File: src/hw/rtl/sts_pkg.sv
// Shared types and command/result codes for the timer slot scheduler.
// No dependencies.
`timescale 1ns / 1ps
package sts_pkg;
  localparam logic [2:0] CMD_TICK    = 3'd0;
  localparam logic [2:0] CMD_SERVICE = 3'd1;
  localparam logic [2:0] CMD_ADD     = 3'd2;
  localparam logic [2:0] CMD_DELETE  = 3'd3;
  localparam logic [2:0] CMD_QUERY   = 3'd4;

  localparam logic [2:0] KIND_FIRED   = 3'd0;
  localparam logic [2:0] KIND_SERVICE = 3'd1;
  localparam logic [2:0] KIND_ADD     = 3'd2;
  localparam logic [2:0] KIND_DELETE  = 3'd3;
  localparam logic [2:0] KIND_QUERY   = 3'd4;
  localparam logic [2:0] KIND_TICK    = 3'd5;

  localparam logic [31:0] MAX_SLEEP_RESET = 32'd60000;

  typedef struct packed {
    logic [2:0]  cmd;
    logic [7:0]  task_key;
    logic [30:0] delay_ms;
    logic [30:0] reload_ms;
    logic [15:0] elapsed_ms;
  } req_t;

  typedef struct packed {
    logic [2:0]  kind;
    logic [7:0]  key_out;
    logic        ok;
    logic [31:0] next_wake_ms;
    logic        last;
  } rsp_t;

  function automatic logic [31:0] sat_add(input logic [31:0] a, input logic [31:0] b);
    logic [32:0] s;
    s = {1'b0, a} + {1'b0, b};
    sat_add = s[32] ? 32'hFFFF_FFFF : s[31:0];
  endfunction
endpackage

File: src/hw/rtl/sts_if.sv
// Valid/ready channel interfaces for requests and results.
// Depends on sts_pkg.
`timescale 1ns / 1ps
interface sts_req_if;
  logic           valid;
  logic           ready;
  sts_pkg::req_t  payload;
  modport source (output valid, output payload, input ready);
  modport sink   (input valid, input payload, output ready);
endinterface

interface sts_rsp_if;
  logic           valid;
  logic           ready;
  sts_pkg::rsp_t  payload;
  modport source (output valid, output payload, input ready);
  modport sink   (input valid, input payload, output ready);
endinterface

File: src/hw/rtl/software_timer_slot_scheduler_top.sv
// Top level of the timer slot scheduler: slot table, list walk sequencer.
// Depends on sts_pkg and sts_if.
//
//   channel  | dir | handshake     | payload
//   req      | in  | valid/ready   | cmd, task_key, delay_ms, reload_ms, elapsed_ms
//   rsp      | out | valid/ready   | kind, key_out, ok, next_wake_ms, last
//   cfg      | in  | cfg_we        | max_sleep_ms (cfg_wdata)
//
// One request is taken at a time; req.ready stays low until its last result is
// taken. Add, delete and query first scan all SLOTS slots through a shared compare.
// Service walks the list one entry per cycle through the shared subtract/compare
// unit, but a due entry waits for a free result register, and a dropped slot
// stops the walk while the later entries move up. A service with no wake pending
// does not walk the list. Reset (rst, synchronous) empties the table.
// A stalled result holds the walk.
`timescale 1ns / 1ps
module software_timer_slot_scheduler_top #(
  parameter int SLOTS = 8
) (
  input  logic        clk,
  input  logic        rst,
  input  logic        cfg_we,
  input  logic [31:0] cfg_wdata,
  sts_req_if.sink     req,
  sts_rsp_if.source   rsp
);
  localparam int IW = (SLOTS > 1) ? $clog2(SLOTS) : 1;
  localparam int CW = $clog2(SLOTS + 1);

  typedef enum logic [5:0] {
    ST_IDLE = 6'b000001,
    ST_FIND = 6'b000010,
    ST_EXEC = 6'b000100,
    ST_WALK = 6'b001000,
    ST_SHFT = 6'b010000,
    ST_OUT  = 6'b100000
  } state_t;

  state_t state;
  sts_pkg::req_t r;

  logic [31:0] max_sleep;
  logic        used [SLOTS];
  logic [7:0]  skey [SLOTS];
  logic [31:0] sdly [SLOTS];
  logic [31:0] srld [SLOTS];
  logic        skil [SLOTS];
  logic [IW-1:0] order [SLOTS];
  logic [CW-1:0] len;
  logic        wake_pending, wake_early;
  logic [31:0] sleep_length, sleep_left, missed_time, best;

  logic [CW-1:0] idx;      // search / walk position
  logic [CW-1:0] sh;       // list shift position
  logic          found;
  logic [IW-1:0] fslot;
  logic          ran;

  // result holding register
  logic          ov;
  sts_pkg::rsp_t ob;
  assign rsp.valid   = ov;
  assign rsp.payload = ob;
  wire out_free = !ov || rsp.ready;

  assign req.ready = (state == ST_IDLE) && !ov;

  // shared unit: compare and subtract on the current walk slot
  logic [IW-1:0] ws;
  logic [31:0]   wd;
  logic          due;
  logic [31:0]   diff;
  assign ws   = order[idx[IW-1:0]];
  assign wd   = sdly[ws];
  assign due  = wd <= sleep_length;
  assign diff = wd - sleep_length;

  // free slot search (priority, narrow)
  logic          has_free;
  logic [IW-1:0] free_slot;
  always_comb begin
    has_free  = 1'b0;
    free_slot = '0;
    for (int i = SLOTS - 1; i >= 0; i--) begin
      if (!used[i]) begin
        has_free  = 1'b1;
        free_slot = IW'(i);
      end
    end
  end

  logic [31:0] cd;
  assign cd = sts_pkg::sat_add({16'd0, r.elapsed_ms}, missed_time);

  always_ff @(posedge clk) begin
    if (rst) begin
      state        <= ST_IDLE;
      ov           <= 1'b0;
      max_sleep    <= sts_pkg::MAX_SLEEP_RESET;
      len          <= '0;
      wake_pending <= 1'b1;
      wake_early   <= 1'b0;
      sleep_length <= '0;
      sleep_left   <= '0;
      missed_time  <= '0;
      for (int i = 0; i < SLOTS; i++) begin
        used[i] <= 1'b0; skey[i] <= '0; sdly[i] <= '0; srld[i] <= '0; skil[i] <= 1'b0;
      end
    end else begin
      if (cfg_we) max_sleep <= cfg_wdata;
      // drop a taken result unless the walk loads the register in this cycle
      if (ov && rsp.ready && !(state == ST_WALK && (idx >= len || due))) ov <= 1'b0;
      case (state)
        ST_IDLE: begin
          if (req.valid && req.ready) begin
            r     <= req.payload;
            idx   <= '0;
            found <= 1'b0;
            fslot <= '0;
            case (req.payload.cmd)
              sts_pkg::CMD_TICK, sts_pkg::CMD_SERVICE: state <= ST_EXEC;
              sts_pkg::CMD_ADD, sts_pkg::CMD_DELETE, sts_pkg::CMD_QUERY: state <= ST_FIND;
              default: state <= ST_IDLE;
            endcase
          end
        end
        // scan the table for the key, one slot per cycle
        ST_FIND: begin
          if (!found && used[idx[IW-1:0]] && skey[idx[IW-1:0]] == r.task_key) begin
            found <= 1'b1;
            fslot <= idx[IW-1:0];
          end
          if (idx == CW'(SLOTS - 1)) state <= ST_EXEC;
          else idx <= idx + 1'b1;
        end
        ST_EXEC: begin
          ob.next_wake_ms <= (r.cmd == sts_pkg::CMD_SERVICE) ? sleep_length : '0;
          ob.key_out      <= r.task_key;
          ob.last         <= 1'b1;
          case (r.cmd)
            sts_pkg::CMD_TICK: begin
              logic wp, we;
              logic [31:0] sl, sn;
              wp = wake_pending; we = wake_early; sl = sleep_left; sn = sleep_length;
              if (!wake_pending) begin
                if (sleep_length != 0) begin
                  if (sleep_left > cd) sl = sleep_left - cd;
                  else begin sl = '0; wp = 1'b1; we = 1'b0; end
                  if (we) begin sn = sleep_length - sl; sl = '0; wp = 1'b1; we = 1'b0; end
                end
                missed_time <= '0;
              end else begin
                missed_time <= cd;
              end
              wake_pending <= wp; wake_early <= we; sleep_left <= sl; sleep_length <= sn;
              ob.kind <= sts_pkg::KIND_TICK; ob.ok <= wp;
              ov <= 1'b1; state <= ST_OUT;
            end
            sts_pkg::CMD_SERVICE: begin
              ran  <= wake_pending;
              best <= (max_sleep != 0) ? max_sleep : 32'd1;
              idx  <= '0;
              state <= wake_pending ? ST_WALK : ST_OUT;
              if (!wake_pending) begin
                ob.kind <= sts_pkg::KIND_SERVICE; ob.ok <= 1'b0;
                ov <= 1'b1;
              end
            end
            sts_pkg::CMD_ADD: begin
              logic ok_add;
              logic [IW-1:0] s;
              ok_add = found || (has_free && len < CW'(SLOTS));
              s = found ? fslot : free_slot;
              if (!found && ok_add) begin
                order[len[IW-1:0]] <= free_slot;
                len <= len + 1'b1;
              end
              if (ok_add) begin
                used[s] <= 1'b1; skey[s] <= r.task_key;
                sdly[s] <= sts_pkg::sat_add({1'b0, r.delay_ms}, sleep_length - sleep_left);
                srld[s] <= {1'b0, r.reload_ms}; skil[s] <= 1'b0;
                wake_early <= 1'b1;
              end
              ob.kind <= sts_pkg::KIND_ADD; ob.ok <= ok_add;
              ov <= 1'b1; state <= ST_OUT;
            end
            sts_pkg::CMD_DELETE: begin
              if (found) begin
                skil[fslot] <= 1'b1; sdly[fslot] <= 32'd1; wake_early <= 1'b1;
              end
              ob.kind <= sts_pkg::KIND_DELETE; ob.ok <= found;
              ov <= 1'b1; state <= ST_OUT;
            end
            default: begin
              ob.kind <= sts_pkg::KIND_QUERY; ob.ok <= found;
              ov <= 1'b1; state <= ST_OUT;
            end
          endcase
        end
        // one list entry per step; due entries and the final row wait for a free result register
        ST_WALK: begin
          if (idx >= len) begin
            if (out_free) begin
              sleep_left <= best; sleep_length <= best; wake_pending <= 1'b0;
              ob.kind <= sts_pkg::KIND_SERVICE; ob.key_out <= r.task_key;
              ob.ok <= ran; ob.next_wake_ms <= best; ob.last <= 1'b1;
              ov <= 1'b1; state <= ST_OUT;
            end
          end else if (due) begin
            if (out_free) begin
              if (!skil[ws]) begin
                ob.kind <= sts_pkg::KIND_FIRED; ob.key_out <= skey[ws];
                ob.ok <= 1'b1; ob.next_wake_ms <= '0; ob.last <= 1'b0;
              end
              ov <= !skil[ws];
              if (!skil[ws] && srld[ws] != 0) begin
                sdly[ws] <= srld[ws];
                if (srld[ws] < best) best <= srld[ws];
                idx <= idx + 1'b1;
              end else begin
                used[ws] <= 1'b0; skey[ws] <= '0; sdly[ws] <= '0;
                srld[ws] <= '0; skil[ws] <= 1'b0;
                sh <= idx;
                state <= ST_SHFT;
              end
            end
          end else begin
            sdly[ws] <= diff;
            if (diff < best && diff != 0) best <= diff;
            idx <= idx + 1'b1;
          end
        end
        // close the gap in the list, one entry per cycle
        ST_SHFT: begin
          if (sh + 1'b1 < len) begin
            order[sh[IW-1:0]] <= order[IW'(sh + 1'b1)];
            sh <= sh + 1'b1;
          end else begin
            len <= len - 1'b1;
            state <= ST_WALK;
          end
        end
        ST_OUT: begin
          if (!ov || rsp.ready) state <= ST_IDLE;
        end
        default: state <= ST_IDLE;
      endcase
    end
  end
endmodule

File: src/flat_wrapper.sv
// flat-port wrapper written by rule: the top's interface ports become plain ports
module software_timer_slot_scheduler_top_flat 
#(
  parameter int SLOTS = 8
)
  (clk, rst, cfg_we, cfg_wdata, req_valid, req_payload, req_ready, rsp_valid, rsp_payload, rsp_ready);
  sts_req_if req_i ();
  sts_rsp_if rsp_i ();
  input  logic clk;
  input  logic rst;
  input  logic cfg_we;
  input  logic [31:0] cfg_wdata;
  input wire logic [$bits(req_i.valid)-1:0] req_valid;
  input wire logic [$bits(req_i.payload)-1:0] req_payload;
  output wire logic [$bits(req_i.ready)-1:0] req_ready;
  output wire logic [$bits(rsp_i.valid)-1:0] rsp_valid;
  output wire logic [$bits(rsp_i.payload)-1:0] rsp_payload;
  input wire logic [$bits(rsp_i.ready)-1:0] rsp_ready;
  assign req_i.valid = req_valid;
  assign req_i.payload = req_payload;
  assign req_ready = req_i.ready;
  assign rsp_valid = rsp_i.valid;
  assign rsp_payload = rsp_i.payload;
  assign rsp_i.ready = rsp_ready;
  software_timer_slot_scheduler_top #(.SLOTS(SLOTS)) u_core (.clk(clk), .rst(rst), .cfg_we(cfg_we), .cfg_wdata(cfg_wdata), .req(req_i), .rsp(rsp_i));
endmodule
File: config.mk
export PLATFORM = sky130hd
export DESIGN_NAME = software_timer_slot_scheduler_top_flat
export DESIGN_NICKNAME = d
export VERILOG_FILES = /design/src/hw/rtl/sts_pkg.sv /design/src/hw/rtl/sts_if.sv /design/src/hw/rtl/software_timer_slot_scheduler_top.sv /design/src/flat_wrapper.sv
export SDC_FILE = /design/constraint.sdc
export NUM_CORES = 2
export LEC_CHECK = 0
export BUFFER_PORTS_ARGS = -buffer_cell sky130_fd_sc_hd__buf_2
export CAP_MARGIN = 40
export CORE_AREA = 2 2 392 394
export CTS_CLUSTER_SIZE = 25
export DETAILED_ROUTE_END_ITERATION = 8
export DIE_AREA = 0 0 394 396
export GPL_TIMING_DRIVEN = 0
export HOLD_SLACK_MARGIN = 0.1
export SYNTH_ARGS = -nofsm -noshare
export SYNTH_HDL_FRONTEND = slang
export SYNTH_SLANG_ARGS = --single-unit
File: constraint.sdc
create_clock -name clk -period 22.9 [get_ports clk]
set_input_delay 5.725 -clock clk [delete_from_list [all_inputs] [get_ports clk]]
set_output_delay 5.725 -clock clk [all_outputs]
set_load 0.005 [all_outputs]
==> impl_metrics.json <==
{
  "clk_pin_slew_worst_paths_ns": 0.06,
  "synth_seq_area_share": 0.502,
  "dr.max_layer_used": "met5",
  "clock-skew-final_ns": 0.0654,
  "endpoint_kind": "register",
  "overflow": 0,
  "dr.pass1.iters": 6,
  "crit_fanout": 10,
  "viasPerCell": 5.59,
  "drtIter0Drc": 4903,
  "cts_max_level": 3,
  "cts_resized": 0,
  "cts_made_buffers": 102,
  "syn_area_um2": 52900,
  "synth_top_family_by_area": "simple AND/OR/NAND/NOR gates",
  "cp_slowest_cell": "nor3_1",
  "synth.most_common_cell": "edfxtp_1",
  "slew_headroom": 0.337,
  "clkLatencyLatePin_ns": 0.78,
  "async_reset_ff_frac": 0,
  "m1WireLength_um": 80200,
  "yosys.area_share.simple": 0.188,
  "dieArea_um2": 156000,
  "synthMuxAreaShare": 0.0639,
  "ant_nets": 0,
  "hold_path_class": "reg2reg",
  "fp.dieH_um": 396,
  "numClockSinks": 931,
  "yosysTopAreaCellShare": 0.447,
  "synthDistinctLibCells": 86,
  "cp.required_ns": 23.59,
  "rows": 143,
  "antenna_found_initial": 8,
  "setup-tns-final_ns": 0,
  "port_buffers": 170,
  "num_io_pins": 173,
  "synth.top_cells.by_count": "787 x edfxtp_1, 679 x nand2_1, 390 x nor2_1, 319 x and2_1, 296 x o21ai_0",
  "grt_pass1_wl_um": 279000,
  "core_um2": 152000,
  "fmax_mhz": 83.5,
  "synth.area.top_cells": "edfxtp_1 45%, ha_1 5.8%, dfxtp_1 5.5%",
  "cap_viol_max_count": 0,
  "cts_tree": "yes",
  "crit_path_start_kind": "register",
  "grtUsageTotal": 0.243,
  "synth_warnings": 0,
  "postCtsHoldBufs": 0,
  "status": "complete, no violations",
  "critical-path-max-stage-delay_ns": 0.72,
  "clock-root-buffer": "clkbuf_16",
  "synth_area_leader_cell": "edfxtp_1",
  "synth_edf_count": 787,
  "synth-seq-cells": 931,
  "area_delta_synth_final_pct": 15.1,
  "wl_per_cell_um": 25.4,
  "grt_pass1_vias": 40600,
  "yosys_most_used_dff": "edfxtp_1",
  "cts_buffer_depth": 3,
  "synth.avg_cell_area_um2": 10.2,
  "rsz0062_at_grt": "false",
  "maxSlewViolCount": 0,
  "wl_met2_um": 87500,
  "drive_gt1_frac": 0.0970,
  "worst_pin_slew_ns": 0.967,
  "drt_wl_total_um": 194000,
  "die_width_um": 394,
  "path_class": "reg2reg",
  "fin_crit_ns": 11.98,
  "place_congestion": 0.998,
  "synth_xor_area_frac": 0.0285,
  "synth_compound_gate_area_share": 0.121,
  "drc": 0,
  "cp.arrival_ns": 12.67,
  "route.met3.wl_um": 18000,
  "via_count": 42700,
  "fill_cells": 14800,
  "grt_max_degree": 33,
  "layout.nets": 5898,
  "post_cts_buffers": 0,
  "dp.final_hpwl_um": 146000,
  "synthAdderAreaFrac": 0.0606,
  "crit_top_cell": "a21oi_1",
  "synthesis.nets": 5552,
  "hold_viol": 0,
  "start_util": 0.349,
  "period_share": 0.523,
  "setup_viol": 0,
  "syn-instance-count": 5174
}
[sequential cells by signal (all words and copies together) (netlist names), 6 cells and up, named ones only]
name	flops
u_core.sdly	256
u_core.used	8
u_core.rsp.payload	45
u_core.sleep_length	32
u_core.state	6
u_core.max_sleep	32
u_core.r	89
u_core.srld	248
u_core.best	32
u_core.skil	8
u_core.sleep_left	32
u_core.skey	64
u_core.missed_time	32
u_core.order	24
[cell families (layout without fill, tap and decap cells)]
| family | Yosys count | after routing |
|---|---|---|
| AO/OA/AOI/OAI | 994 | 994 |
| XOR/XNOR | 172 | 172 |
| adder cells (fa/ha/maj) | 252 | 252 |
| buffers and inverters | 490 | 924 |
| flip-flops | 931 | 931 |
| multiplexers | 278 | 278 |
| other | 0 | 1 |
| AND/OR/NAND/NOR | 2057 | 2057 |
[placed cells by master, fill, tap and decap left out, types with 16 or more instances in the layout]
cell type  instances
a311oi_1          23
nand3_1          230
xnor2_1          113
ha_1             245
a31oi_1           50
clkbuf_1         231
nor2_1           389
edfxtp_1         787
a21o_1           116
nor3_1            47
xor2_1            59
nand2_1          671
clkinv_2          22
o21a_1            31
a21oi_1          224
nand4_1           46
a32oi_1           16
nand2b_1          38
dfxtp_1          144
o21ai_0          288
clkbuf_16        107
buf_2            194
a211o_1           16
o21bai_1          27
and2_1           319
nor4_1            31
buf_16            16
clkinv_1          18
mux4_2            46
a211oi_1          43
inv_1            197
buf_1             50
or3_1             17
buf_4             29
nor2b_1          179
and3_1            38
mux2i_1          218
[path summary, 6_finish.rpt]
check                        startpoint                 endpoint  slack, ns  cells past startpoint
setup / recovery  u_core.missed_time[0]  u_core.sleep_length[29]      10.92                     39
hold / removal      u_core.wake_pending               u_core.ran       0.45                      0
setup reg to reg  u_core.missed_time[0]  u_core.sleep_length[29]      10.92                     39
hold reg to reg     u_core.wake_pending               u_core.ran       0.45                      0
[stage by stage]
| stage | util | setup slack [ns] | cell area [µm²] | hold WS [ns] | instances |
|---|---|---|---|---|---|
| global placement | 0.371 | 7.55 | 56300 | 0.434 | 7374 |
| CTS | 0.401 | 11.23 | 60800 | 0.440 | 7637 |
| detailed placement | 0.379 | 11.32 | 57500 | 0.415 | 7445 |
| floorplan | - | 12.13 | 52900 | 0.406 | 5174 |
| global route | 0.401 | 10.23 | 60800 | 0.450 | 7638 |
| finish | 0.401 | 10.92 | 60800 | 0.446 | 7639 |
[critical path, delay by kind of cell, from the launching register on]
| kind | cells | cell delay (ns) |
|---|---|---|
| flops | 1 | 0.33 |
| simple gates | 13 | 3.45 |
| compound gates | 17 | 4.61 |
| fa+ha+maj | 4 | 1.07 |
| buf+inv | 5 | 2.41 |
[area by class of cell]
cell class | instances | area, µm² | area share
multi-input cells | 3753 | 24500 | 0.403
clock inverters | 61 | 552 | 0.00907
clock buffers | 131 | 2810 | 0.0462
diodes | 1 | 2.50 | 0.0000411
repair buffers | 242 | 1930 | 0.0317
flip-flops and latches | 931 | 26500 | 0.436
well taps | 2030 | 2540 | 0.0418
inverters | 198 | 743 | 0.0122
plain buffers | 292 | 1200 | 0.0198
[layer usage]
layer / track usage / up-vias
li1: - / 19300
met1: 0.322 / 20900
met2: 0.387 / 2095
met3: 0.0517 / 415
met4: 0.0973 / 4
met5: 0 / -
Power is not shown: default switching activity piles up to over one toggle a cycle in this logic, so the estimate is an artifact.
